[config.mk]
export PLATFORM = sky130hd
export DESIGN_NAME = tsq_ms_split
export DESIGN_NICKNAME = d
export VERILOG_FILES = /design/src/rtl/tsq_pkg.sv /design/src/rtl/tsq_ms_split.sv
export SDC_FILE = /design/constraint.sdc
export NUM_CORES = 1
export LEC_CHECK = 0
export BUFFER_PORTS_ARGS = -buffer_cell sky130_fd_sc_hd__buf_4
export CORE_MARGIN = 1.5
export CORE_UTILIZATION = 58
export CTS_CLUSTER_DIAMETER = 100
export DETAILED_ROUTE_END_ITERATION = 8
export PLACE_DENSITY_LB_ADDON = 0.08
export SYNTH_ARGS = -nofsm -noshare
export SYNTH_HDL_FRONTEND = slang
export SYNTH_SLANG_ARGS = --single-unit
[constraint.sdc]
create_clock -name i_clk -period 9.21 [get_ports i_clk]
set_input_delay 0.4605 -clock i_clk [delete_from_list [all_inputs] [get_ports i_clk]]
set_output_delay 0.4605 -clock i_clk [all_outputs]
set_load 0.05 [all_outputs]
[src/rtl/tsq_pkg.sv]
`timescale 1ns / 1ps
// shared types and constants for the timestamped event queue
// no dependencies

package tsq_pkg;

    localparam int DEFAULT_QUEUE_SLOTS = 64;
    localparam int MAX_OUT             = 63;
    localparam int MS_PER_S            = 1000;
    localparam int DEPTH_W             = 6;
    localparam int COUNT_W             = 7;
    localparam int MS_W                = 64;
    localparam int SEC_W               = 55;
    localparam int USEC_W              = 20;
    localparam int REM_W               = 10;
    localparam int SPLIT_BITS          = 8;
    localparam int SPLIT_STEPS         = MS_W / SPLIT_BITS;
    localparam int SPLIT_CNT_W         = $clog2(SPLIT_STEPS);

    typedef enum logic [1:0] {
        STAT_STORED  = 2'd0,
        STAT_DROPPED = 2'd1,
        STAT_EVENT   = 2'd2,
        STAT_EMPTY   = 2'd3
    } t_tsq_status;

    typedef enum logic {
        CMD_PUSH = 1'b0,
        CMD_READ = 1'b1
    } t_tsq_cmd;

    typedef struct packed {
        t_tsq_cmd            command;
        logic [15:0]         event_type;
        logic [15:0]         event_code;
        logic signed [31:0]  event_value;
        logic [MS_W-1:0]     timestamp_ms;
        logic [COUNT_W-1:0]  read_count;
    } t_tsq_in;

    typedef struct packed {
        t_tsq_status         status;
        logic [SEC_W-1:0]    out_seconds;
        logic [USEC_W-1:0]   out_microseconds;
        logic [15:0]         out_type;
        logic [15:0]         out_code;
        logic signed [31:0]  out_value;
        logic                last;
        logic [DEPTH_W-1:0]  depth;
    } t_tsq_out;

    typedef struct packed {
        logic [SEC_W-1:0]    seconds;
        logic [USEC_W-1:0]   micros;
        logic [15:0]         ev_type;
        logic [15:0]         ev_code;
        logic signed [31:0]  ev_value;
    } t_tsq_entry;

endpackage

[src/rtl/tsq_ms_split.sv]
`timescale 1ns / 1ps
// splits a millisecond count into whole seconds and microseconds
// restoring division by 1000, eight quotient bits per cycle; uses tsq_pkg

module tsq_ms_split (
    input  logic                        i_clk,
    input  logic                        i_rst_n,
    input  logic                        i_start,
    input  logic [tsq_pkg::MS_W-1:0]    i_ms,
    output logic                        o_done,
    output logic [tsq_pkg::SEC_W-1:0]   o_seconds,
    output logic [tsq_pkg::USEC_W-1:0]  o_micros
);

    logic                                r_busy;
    logic                                r_done;
    logic [tsq_pkg::SPLIT_CNT_W-1:0]     r_cnt;
    logic [tsq_pkg::MS_W-1:0]            r_work;
    logic [tsq_pkg::REM_W-1:0]           r_rem;
    logic [tsq_pkg::MS_W-1:0]            n_work;
    logic [tsq_pkg::REM_W-1:0]           n_rem;

    always_comb begin
        logic [tsq_pkg::REM_W:0] t;
        n_work = r_work;
        n_rem  = r_rem;
        for (int k = 0; k < tsq_pkg::SPLIT_BITS; k++) begin
            t = {n_rem, n_work[tsq_pkg::MS_W-1]};
            if (t >= (tsq_pkg::REM_W+1)'(tsq_pkg::MS_PER_S)) begin
                n_rem  = tsq_pkg::REM_W'(t - (tsq_pkg::REM_W+1)'(tsq_pkg::MS_PER_S));
                n_work = {n_work[tsq_pkg::MS_W-2:0], 1'b1};
            end else begin
                n_rem  = t[tsq_pkg::REM_W-1:0];
                n_work = {n_work[tsq_pkg::MS_W-2:0], 1'b0};
            end
        end
    end

    always_ff @(posedge i_clk) begin
        if (!i_rst_n) begin
            r_busy <= 1'b0;
            r_done <= 1'b0;
            r_cnt  <= '0;
        end else begin
            r_done <= 1'b0;
            if (i_start) begin
                r_busy <= 1'b1;
                r_cnt  <= '0;
            end else if (r_busy) begin
                r_cnt <= r_cnt + 1'b1;
                if (r_cnt == tsq_pkg::SPLIT_CNT_W'(tsq_pkg::SPLIT_STEPS - 1)) begin
                    r_busy <= 1'b0;
                    r_done <= 1'b1;
                end
            end
        end
    end

    always_ff @(posedge i_clk) begin
        if (i_start) begin
            r_work <= i_ms;
            r_rem  <= '0;
        end else if (r_busy) begin
            r_work <= n_work;
            r_rem  <= n_rem;
        end
    end

    assign o_done    = r_done;
    assign o_seconds = r_work[tsq_pkg::SEC_W-1:0];
    assign o_micros  = tsq_pkg::USEC_W'(r_rem) * tsq_pkg::USEC_W'(tsq_pkg::MS_PER_S);

endmodule

# == Yosys cells after proc, flatten, opt, wreduce, memory -nomap -nowiden ==
# Cells that the tools add are included.
# op_classes
addsub,9
n_mul,1
div_mod_pow,0
order_cmp,8
eq_ne,1
shift,0
n_mux,22
bitwise,2
n_reduce_logical,3
# op_table
operator,count
64-bit two-way mux,2
"11-bit by 10-bit >= comparator with 1-bit output, second input constant",8
10-bit two-way mux,8
"10-bit subtractor, second input constant",8
"10-bit by 7-bit multiplier with 17-bit output, second input constant",1
1-bit two-way mux,12
"3-bit by 1-bit adder with 3-bit output, second input constant",1
"3-bit equality test, second input constant",1
3-bit OR reduction,1
1-bit inverter,2
2-bit nonzero test,1
2-bit OR reduction,1
# totals
regBits,79
latchBits,0
ram_bits,0
rom_bits,0
inputBits,67
output_inout_bits,76
wordCells,51
memories,0

# == Logic depth before layout (Yosys ltp) ==
# Gate-level depths: netlist (run 1).
# depth
depth_word,18
mapped_depth,33
mapped_depth_nobuf,27

# == Worst setup path after synthesis (run 1) ==
# Ideal clock, no wire load.
# synth_timing
path_kind,register to register
startpoint,register r_rem[2] (netlist bit)
endpoint,register r_rem[6] (netlist bit)
setup_ns,0.091
t_arrival_ns,7.682
slack_ns,1.437
stages_incl_launch_ff,33
path_buffers,7
synth_period_minus_slack_ns,7.773
cell_sequence,dfxtp_1 -> buf_6 -> inv_1 -> ha_1 -> nand4b_1 -> o211a_4 -> buf_6 -> o21ai_4 -> o21ai_2 -> or3_4 -> a21o_4 -> o21a_4 -> a32oi_4 -> a31oi_1 -> a41oi_1 -> a211oi_2 -> a21oi_1 -> xnor2_1 -> ha_1 -> buf_6 -> or4_1 -> buf_4 -> and2_4 -> buf_6 -> o22ai_2 -> a41oi_2 -> buf_4 -> o311ai_2 -> o2111ai_2 -> o311a_1 -> buf_4 -> or3_1 -> a311oi_1
# synth_between
elab_chain_cells,16
# synth_rtl
element,line_no,rtl
start: declaration,tsq_ms_split.sv:19,logic [tsq_pkg::REM_W-1:0] r_rem;
start signal: assignment,tsq_ms_split.sv:65,r_rem <= n_rem;
10-bit subtractor or 11-bit by 10-bit >= comparator with 1-bit output (tied branches),"tsq_ms_split.sv:30, tsq_ms_split.sv:29",
10-bit two-way mux (*),tsq_ms_split.sv:29,if (t >= (tsq_pkg::REM_W+1)'(tsq_pkg::MS_PER_S)) begin
10-bit subtractor or 11-bit by 10-bit >= comparator with 1-bit output (tied branches),"tsq_ms_split.sv:30, tsq_ms_split.sv:29",
10-bit two-way mux (*),tsq_ms_split.sv:29,
10-bit subtractor or 11-bit by 10-bit >= comparator with 1-bit output (tied branches),"tsq_ms_split.sv:30, tsq_ms_split.sv:29",
10-bit two-way mux (*),tsq_ms_split.sv:29,
10-bit subtractor or 11-bit by 10-bit >= comparator with 1-bit output (tied branches),"tsq_ms_split.sv:30, tsq_ms_split.sv:29",
10-bit two-way mux (*),tsq_ms_split.sv:29,
10-bit subtractor or 11-bit by 10-bit >= comparator with 1-bit output (tied branches),"tsq_ms_split.sv:30, tsq_ms_split.sv:29",
10-bit two-way mux (*),tsq_ms_split.sv:29,
10-bit subtractor or 11-bit by 10-bit >= comparator with 1-bit output (tied branches),"tsq_ms_split.sv:30, tsq_ms_split.sv:29",
10-bit two-way mux (*),tsq_ms_split.sv:29,
11-bit by 10-bit >= comparator with 1-bit output or 10-bit subtractor (tied branches),"tsq_ms_split.sv:29, tsq_ms_split.sv:30",
10-bit two-way mux (*),tsq_ms_split.sv:29,
10-bit subtractor or 11-bit by 10-bit >= comparator with 1-bit output (tied branches),"tsq_ms_split.sv:30, tsq_ms_split.sv:29",
10-bit two-way mux (*),tsq_ms_split.sv:29,
# Mark *: on every way between the ends. The rest lies on a longest branch, timed or not.
# A chain may end at the register's enable or synchronous reset.

# == Final worst setup path (run 1) ==
# layout_timing
startpoint,register r_rem[9] (netlist bit)
endpoint,register r_rem[6] (netlist bit)
# layout_between
elab_chain_cells,16
# layout_rtl
element,line_no
11-bit by 10-bit >= comparator with 1-bit output (*),tsq_ms_split.sv:29
10-bit two-way mux (*),tsq_ms_split.sv:29
10-bit subtractor or 11-bit by 10-bit >= comparator with 1-bit output (tied branches),"tsq_ms_split.sv:30, tsq_ms_split.sv:29"
10-bit two-way mux (*),tsq_ms_split.sv:29
10-bit subtractor or 11-bit by 10-bit >= comparator with 1-bit output (tied branches),"tsq_ms_split.sv:30, tsq_ms_split.sv:29"
10-bit two-way mux (*),tsq_ms_split.sv:29
10-bit subtractor or 11-bit by 10-bit >= comparator with 1-bit output (tied branches),"tsq_ms_split.sv:30, tsq_ms_split.sv:29"
10-bit two-way mux (*),tsq_ms_split.sv:29
10-bit subtractor or 11-bit by 10-bit >= comparator with 1-bit output (tied branches),"tsq_ms_split.sv:30, tsq_ms_split.sv:29"
10-bit two-way mux (*),tsq_ms_split.sv:29
10-bit subtractor or 11-bit by 10-bit >= comparator with 1-bit output (tied branches),"tsq_ms_split.sv:30, tsq_ms_split.sv:29"
10-bit two-way mux (*),tsq_ms_split.sv:29
11-bit by 10-bit >= comparator with 1-bit output or 10-bit subtractor (tied branches),"tsq_ms_split.sv:29, tsq_ms_split.sv:30"
10-bit two-way mux (*),tsq_ms_split.sv:29
10-bit subtractor or 11-bit by 10-bit >= comparator with 1-bit output (tied branches),"tsq_ms_split.sv:30, tsq_ms_split.sv:29"
10-bit two-way mux (*),tsq_ms_split.sv:29
# Marked as above.

==> metrics.md, run 1 <==
| Metric | Value |
|---|---|
| WL/cell | 18.7 um |
| WS Path Type | reg -> reg |
| Period Utilization, post-route | 94.7% |
| Die area | 14000 um2 |
| Clock tree buffer depth | 2 |
| Initial core utilization | 60.3% |
| Synth area leaders | edfxtp_1 (25%), mux2_2 (9.0%), fa_1 (7.8%) |
| Share of layout cells above drive strength 1 | 34.6% |
| Crit start category | flip-flop |
| Count leader, synth | buf_4 |
| Drt total wl | 18.5 mm |
| # port buffers | 139 |
| Mapped Area | 7730 um2 |
| Initial DRC count | 463 |
| Hold worst-path end | r_busy |
| Area delta synth->final | 13.1% |
| Clk_lat worst skew | 340 ps |
| Die W | 118 um |
| Die height | 118 um |
| Hold WC Path Type | in -> reg |
| Slew headroom | 42.2% |
| Sink Count | 79 |
| Antenna-violating nets left | 0 |
| Dpl hpwl | 14.0 mm |
| TritonCTS buffer count | 9 |
| Site Rows | 41 |
| Hold_buf cts | 0 |
| Sequential area share after synthesis | 28.7% |
| Io pins | 143 |
| Required time at the worst-slack endpoint | 9440 ps |
| GRT Resource Usage Total | 26.8% |
| Worst-path maximum fanout | 11 |
| Residual DRC | 0 |
| Worst r2r dst | r_rem[6] |
| N_diodes | 0 |
| Critical R2R Launch | r_rem[9] |
| Worst hold path depth | 2 |
| Synth area leader | edfxtp_1 |
| FFs w/ async S/R, synth | 0% |
| Crit path DAT | 8960 ps |
| Initial antenna violation count | 1 |
| Core Box Area | 12800 um2 |
| Pin count of the biggest net entering global routing | 68 |
| Via count | 5925 |
| CTS root buf | clkbuf_16 |
| First-pass GRT wire length | 30.4 mm |
| Cells after Synth | 739 |
| H-tree depth | 3 |
| Fin crit period | 8730 ps |
| Vias per cell | 5.98 |
| Post-CTS setup buffer count | 0 |
| Status | complete, no violations |
| R2r setup slk | 480 ps |
| Post-CTS Resized | 0 |
| Synth Flop Type | edfxtp_1 |
| Routability Congestion | 0.911 |
| Synth cell count leaders | buf_4 (69), edfxtp_1 (64), mux2_2 (62) |
| Synth warnings | 0 |
| Final setup fails | 0 |
| #FFs+latches synth | 79 |
| Worst Setup End Kind | flip-flop |
| Fin. Hold Viols | 0 |
| Pre-antenna DRT Iters | 5 |
| Maximum clock rate | 115 MHz |
| Average cell area after synthesis | 10.5 um2 |
| Netlist cell types | 101 |
| Clk_skew | 5.38 ps |
| Clk slew on worst S/H paths | 60 ps |
| CTS tree | built |
| Max Slew Vio Count | 0 |
| GRT overflow | 0 |
| Vias in the first global route | 6090 |
| Slew @ Worst Pin | 867 ps |
| Area share of the largest cell type after synthesis | 24.9% |
| Post-synth EDFFs | 64 |
| Hold_sp | i_rst_n |
| Reg2reg path depth | 26 |
| Layout net count | 958 |
| Max-capacitance violation count | 0 |
| Setup TNS Final | 0 ps |
[how the worst max path moves through the flow]
stage,start,to,slack (ps),depth (start not counted)
global route,r_rem[5],r_rem[6],-60,24
global placement,r_rem[4],r_rem[6],780,24
floorplan,r_rem[2],r_rem[6],1440,32
finish,r_rem[9],r_rem[6],480,26
CTS,r_rem[4],r_rem[6],210,24
detailed placement,r_rem[4],r_rem[6],340,24
[kinds of logic (layout without fill, tap and decap cells)]
group / Yosys count / count (layout) / share of synthesized area, %
compound gates: 168 / 168 / 17.4
xor+xnor: 38 / 38 / 4.84
fa+ha+maj: 83 / 83 / 16.2
buf+inv: 133 / 210 / 10.6
flops: 79 / 79 / 28.7
mux: 78 / 78 / 11.3
other cells: 1 / 3 / 0.0485
simple gates: 159 / 159 / 10.9
[layout by cell type, fill, tap and decap left out, types with 6 or more instances in the layout]
cell	instances
a21o_1	7
a21oi_1	37
and3_1	6
buf_4	148
clkbuf_16	9
dfxtp_1	13
edfxtp_1	64
fa_1	30
ha_1	48
inv_1	44
mux2_2	62
mux2i_1	14
nand2_1	36
nand3_1	15
nor2_1	37
nor3_1	10
o211ai_1	6
o21ai_0	15
o21bai_1	12
xnor2_1	26
xor2_1	7
[area by class of cell]
cell class	instances	area [um2]
multi-input combinational	529	4730
fill	1003	4080
sequential	79	2220
timing repair buffer	148	1110
clock buffer	10	229
tap	172	215
inverter	46	173
clock inverter	6	61.3
[worst max-delay path, stage by stage (launching register included)]
cell       delay, ps
dfxtp_1          610
clkinv_1         130
buf_4            190
ha_1             200
nand4b_1         330
o211a_4          380
xnor2_4          220
o211a_1          390
a31oi_1          210
nor2_1           340
o22ai_2          170
a32oi_4          370
nand2_1          140
a311o_1          460
a211oi_2         320
a21oi_2          180
xnor2_1          210
ha_1             320
or4_1            720
and3_1           280
o21bai_1         380
a41oi_4          310
xnor2_2          310
o2111ai_2        210
o311a_1          510
or3_1            400
a311oi_1         310
[sequential cells by signal (all words and copies together), names as in the netlist]
name,flops
r_work,64
r_rem,10
r_cnt,3
o_done,1
r_busy,1
[through the flow]
stage               worst slack (ps)  instance area [um2]  utilization (%)  hold WS (ps)  instances
detailed placement               341                 8420             65.6           501        974
floorplan                       1440                 7740                -           465        741
global route                   -64.0                 8740             68.2           371        990
CTS                              209                 8710             67.9           364        990
global placement                 778                 8420             65.6           482        974
finish                           484                 8740             68.2           369        990
[layer usage]
metal  global-route usage (%)  vias up  share of wire [%]
met4                     8.06        2                1.6
met3                     7.19       28                7.2
li1                         -     2815                  -
met5                        0        -              0.070
met1                     33.5     2874                 42
met2                     45.4      206                 49
Power of run 1 is left out: the tool's default activity adds up to more than one toggle a clock period on the data nets, which glitch-free logic cannot reach.
==> inputs of run 2 (changes only) <==
PLACE_DENSITY = 0.85   (was not set)
PLACE_DENSITY_LB_ADDON = not set   (was 0.08)
==> run 2 against run 1 <==
Wire length increased by 1.8%. Critical path depth decreased by 1. Design area about the same. Non-clock buffer count unchanged. Global-route usage about the same. First-iteration DRC count increased by 8.2%. Utilization about the same. Sequential share of layout area about the same. Die area unchanged. Register-to-register slack improved by 130 ps. Cell count unchanged. Clock-buffer cell count unchanged. Critical path type unchanged. Largest cell class unchanged. Highest routed layer is now met4.
==> metrics.md, run 2 (synthesized netlist as in run 1, its figures left out) <==
| Metric | Value |
|---|---|
| Status | complete, no violations |
| Placed Cells | 972 (-0.21%) |
| CTS tree | built |
| Via count | 6063 (+2.3%) |
| Most common cell after layout, fill and taps aside | buf_4 |
| Hold WC Path Type | in -> reg |
| Worst Setup End Kind | flip-flop |
| Pre-antenna DRT Iters | 5 (unchanged) |
| TritonCTS buffer count | 9 (unchanged) |
| N_diodes | 0 (unchanged) |
| Io pins | 143 (unchanged) |
| Site Rows | 41 (unchanged) |
| # port buffers | 139 (unchanged) |
| Vias in the first global route | 6060 (-0.49%) |
| H-tree depth | 3 (unchanged) |
| Initial antenna violation count | 0 (-1) |
| WL met1 | 7.65 mm (-1.0%) |
| Layout net count | 958 (unchanged) |
| Crit start category | flip-flop |
| Setup TNS Final | 0 ps (unchanged) |
| Slew headroom | 39.5% (-2.8 points) |
| Fin crit period | 8600 ps (-130 ps) |
| Worst r2r dst | r_rem[6] |
| CTS root buf | clkbuf_16 |
| Critical R2R Launch | r_rem[2] |
| CP top delay family | compound AO/OA/AOI/OAI gates |
| Largest registers | r_work (64), r_rem (10), r_cnt (3) |
| Pin count of the biggest net entering global routing | 76 (+12%) |
| Initial core utilization | 60.3% (unchanged) |
| Area delta synth->final | 13.1% (about the same) |
| Crit path DAT | 8840 ps (-120 ps) |
| Residual DRC | 0 (unchanged) |
| Hold_sp | i_rst_n |
| Max Slew Vio Count | 0 (unchanged) |
| Core Box Area | 12800 um2 (unchanged) |
| DR WL met3 | 1.36 mm (+1.7%) |
| Fillcell total | 958 (-4.5%) |
| Worst-path maximum fanout | 11 (unchanged) |
| Slew @ Worst Pin | 908 ps (+41.7 ps) |
| Antenna-violating nets left | 0 (unchanged) |
| CP bufs+invs | 1 (-1) |
| Die height | 118 um (unchanged) |
| Initial DRC count | 501 (+8.2%) |
| Crit path largest cell delay | 710 ps (about the same) |
| GRT Resource Usage Total | 26.8% (about the same) |
| Commonest cells after routing, fill and taps aside | buf_4 (148), edfxtp_1 (64), mux2_2 (62) |
| First-pass GRT wire length | 30.2 mm (-0.54%) |
| Clock tree buffer depth | 2 (unchanged) |
| Final setup fails | 0 (unchanged) |
| Dpl hpwl | 14.5 mm (+3.7%) |
| Die area | 14000 um2 (unchanged) |
| Biggest register | r_work |
| WS Path Type | reg -> reg |
| Drt total wl | 18.8 mm (+1.8%) |
| Fin. Hold Viols | 0 (unchanged) |
| Die W | 118 um (unchanged) |
| Hold worst-path end | r_busy |
| Vias per cell | 6.12 (+2.3%) |
| Clk_skew | 13.1 ps (+7.70 ps) |
| Routability Congestion | 0.871 (-4.4%) |
| Slowest CP cell | or4_1 |
| Max-capacitance violation count | 0 (unchanged) |
| WL/cell | 19.0 um (+1.8%) |
| GRT overflow | 0 (unchanged) |
| Count of non-filler cells in the finished layout | 990 (unchanged) |
| Clk slew on worst S/H paths | 60 ps (about the same) |
| Share of layout cells above drive strength 1 | 34.6% (unchanged) |
| Clk_lat worst skew | 340 ps (about the same) |
| Worst hold path depth | 2 (unchanged) |
| Sink Count | 79 (unchanged) |
| Required time at the worst-slack endpoint | 9450 ps (about the same) |
| Maximum clock rate | 116 MHz (+1.5%) |
| Max FFs per register | 64 (unchanged) |
| RSZ-0062 raised after global routing | false |
| Period Utilization, post-route | 93.3% (-1.4 points) |
| Met2 wire length | 9.52 mm (+4.6%) |
| Max layer used | met4 |
| Reg2reg path depth | 25 (-3.8%) |
| R2r setup slk | 610 ps (+130 ps) |
## run 2: how the worst max path moves through the flow
stage,startpoint,endpoint,depth (start not counted)
floorplan,r_rem[2],r_rem[6],32
global placement,r_rem[9],r_rem[6],25
detailed placement,r_rem[9],r_rem[6],25
CTS,r_rem[9],r_rem[6],25
global route,r_rem[7],r_rem[6],24
finish,r_rem[2],r_rem[6],25
## run 2: cell type report
class                           count  area (um2)  share of cell area (%)
Multi-Input combinational cell    529        4720                    54.0
Clock buffer                       10         229                    2.62
Sequential cell                    79        2230                    25.5
Timing Repair Buffer              148        1110                    12.7
Tap cell                          172         215                    2.46
Inverter                           46         176                    2.02
Clock inverter                      6        67.6                   0.773
## run 2: timing repair
| item | 4_1_cts | 5_1_grt |
|---|---|---|
| hold endpoints to repair | 0 | 0 |
| setup endpoints to repair | 0 | 8 |
| setup buffers | 0 | 2 |
| hold buffers | 0 | 0 |
| gates resized for setup | 0 | 8 |
## run 2: stage by stage
step	setup slack [ps]	instance area, um2	util, %	hold WS, ps
floorplan	1440	7740	-	465
global placement	694	8400	65.5	482
detailed placement	224	8400	65.5	493
CTS	166	8700	67.8	356
global route	51.1	8740	68.2	377
finish	613	8740	68.2	361
## run 2: routing by layer
metal | global-route usage (%) | vias to the layer above
met2 | 47.3 | 246
met5 | 0 | -
met4 | 6.93 | 0
met3 | 5.74 | 22
li1 | - | 2822
met1 | 33.3 | 2973
Power of run 2 is left out for the same reason.
==> inputs of run 3 (changes only) <==
CORE_MARGIN = not set   (was 1.5)
==> run 3 against run 2 <==
Sequential share of layout area hardly changed. First-iteration DRC count rose by 7.8%. Critical path depth unchanged. Worst hold slack worse by 15 ps. Critical path type unchanged. Fmax fell by 1.0%. Die area shrank 1.7%. Utilization barely moved. Clock skew down 4.0 ps. Flip-flop and latch count unchanged. Non-clock buffer count is the same.
==> metrics.md, run 3 (synthesized netlist as in run 1, its figures left out) <==
| Metric | Value |
|---|---|
| Status | complete, no violations |
| Maximum clock rate | 115 MHz (-1.0%) |
| Initial antenna violation count | 0 (unchanged) |
| Clk_lat worst skew | 340 ps (about the same) |
| Worst Setup End Kind | flip-flop |
| TritonCTS buffer count | 9 (unchanged) |
| Die height | 117 um (-0.84%) |
| Core Box Area | 12800 um2 (unchanged) |
| Count of non-filler cells in the finished layout | 990 (unchanged) |
| Biggest register | r_work |
| Initial core utilization | 60.3% (unchanged) |
| Fin. Hold Viols | 0 (unchanged) |
| Vias in the first global route | 6076 (+0.26%) |
| Fillcell total | 941 (-1.8%) |
| Period Utilization, post-route | 94.3% (+0.95 points) |
| GRT overflow | 0 (unchanged) |
| Slew @ Worst Pin | 716 ps (-192 ps) |
| Area delta synth->final | 13.1% (about the same) |
| Hold_buf cts | 0 (unchanged) |
| Drt total wl | 18.4 mm (-1.9%) |
| Io pins | 143 (unchanged) |
| Slew headroom | 52.1% (+13 points) |
| CTS root buf | clkbuf_16 |
| Max Slew Vio Count | 0 (unchanged) |
| Dpl hpwl | 13.9 mm (-3.9%) |
| Antenna-violating nets left | 0 (unchanged) |
| H-tree depth | 3 (unchanged) |
| Crit start category | flip-flop |
| Die W | 117 um (-0.84%) |
| Largest registers | r_work (64), r_rem (10), r_cnt (3) |
| Clk slew on worst S/H paths | 60 ps (about the same) |
| Hold WC Path Type | in -> reg |
| Residual DRC | 0 (unchanged) |
| Initial DRC count | 540 (+7.8%) |
| Layout net count | 958 (unchanged) |
| Commonest cells after routing, fill and taps aside | buf_4 (148), edfxtp_1 (64), mux2_2 (62) |
| Placed Cells | 972 (unchanged) |
| First-pass GRT wire length | 30.4 mm (+0.73%) |
| WS Path Type | reg -> reg |
| Share of layout cells above drive strength 1 | 34.8% (+0.24 points) |
| Max FFs per register | 64 (unchanged) |
| CTS tree | built |
| N_diodes | 0 (unchanged) |
| Clk_skew | 9.03 ps (-4.05 ps) |
| Via count | 6061 (-0.033%) |
| Vias per cell | 6.12 (about the same) |
| Required time at the worst-slack endpoint | 9440 ps (about the same) |
| # port buffers | 139 (unchanged) |
| Final Core Density | 68.2% (about the same) |
| Fin crit period | 8680 ps (+87.1 ps) |
| Routability Congestion | 0.901 (+3.4%) |
| WL/cell | 18.6 um (-1.9%) |
| Worst-path maximum fanout | 11 (unchanged) |
| Most common cell after layout, fill and taps aside | buf_4 |
| Pre-antenna DRT Iters | 6 (+1) |
| Clock tree buffer depth | 2 (unchanged) |
| Site Rows | 41 (unchanged) |
| Die area | 13800 um2 (-1.7%) |
| Final setup fails | 0 (unchanged) |
| Pin count of the biggest net entering global routing | 56 (-26%) |
| Max-capacitance violation count | 0 (unchanged) |
| GRT Resource Usage Total | 27.4% (+0.61 points) |
| Crit path DAT | 8920 ps (+80 ps) |
| Sink Count | 79 (unchanged) |
==> run 3: changes by cell type in the layout (fill, tap and decap cells not counted), sizes merged <==
cell      previous run  this run
clkinv               2         1
clkinvlp             2         3
==> run 3: layout make-up <==
type | count | area [um2] | share of cell area [%]
clock buffer | 10 | 229 | 2.62
inverter | 46 | 176 | 2.02
clock inverter | 6 | 67.6 | 0.773
sequential | 79 | 2230 | 25.5
multi-input combinational | 529 | 4720 | 53.9
timing repair buffer | 148 | 1110 | 12.7
tap | 172 | 215 | 2.46
==> run 3: worst max-delay path, stage by stage, from the launching register on <==
cell	delay [ps]
dfxtp_1	520
inv_1	180
ha_1	290
or4b_1	510
o211ai_2	260
xor2_2	360
nand2_1	180
o32ai_2	490
nor4b_1	310
o21ai_1	200
a22oi_4	260
nand2_1	110
a311o_1	440
a211oi_2	300
a21oi_2	180
xnor2_1	210
ha_1	310
or4_1	710
and3_1	290
o21bai_1	380
a41oi_4	290
xnor2_1	360
o2111ai_2	210
o311a_1	500
or3_1	400
a311oi_1	280
==> run 3: final timing paths <==
path / from / endpoint / slack [ps] / cells past startpoint
min: i_rst_n / r_busy / 350 / 2
max: r_rem[2] / r_rem[6] / 530 / 25
max reg2reg: r_rem[2] / r_rem[6] / 530 / 25
min reg2reg: r_cnt[0] / r_cnt[0] / 520 / 2
==> run 3: per-layer routing <==
layer  global-route usage [%]  share of wire, %  vias up
li1                         -                 -     2816
met1                     34.8                41     2936
met2                     46.2                50      268
met3                     5.35               7.2       41
met4                     10.1               2.2        0
met5                        0                 0        -
==> run 3: through the flow <==
| stage | area (um2) | hold slack [ps] | setup TNS [ps] | worst slack [ps] |
|---|---|---|---|---|
| 5_1_grt | 8750 | 350 | -6.95 | -6.95 |
| 3_5_place_dp | 8400 | 513 | 0 | 208 |
| 3_3_place_gp | 8400 | 481 | 0 | 755 |
| 2_1_floorplan | 7740 | 465 | 0 | 1440 |
| 6_report | 8750 | 347 | 0 | 526 |
| 4_1_cts | 8700 | 341 | 0 | 106 |
==> run 3: repair_timing <==
| item | CTS | global route |
|---|---|---|
| endpoints found under the setup margin | 0 | 8 |
| setup buffers | 0 | 2 |
| gates resized for setup | 0 | 9 |
Power of run 3 is left out for the same reason.
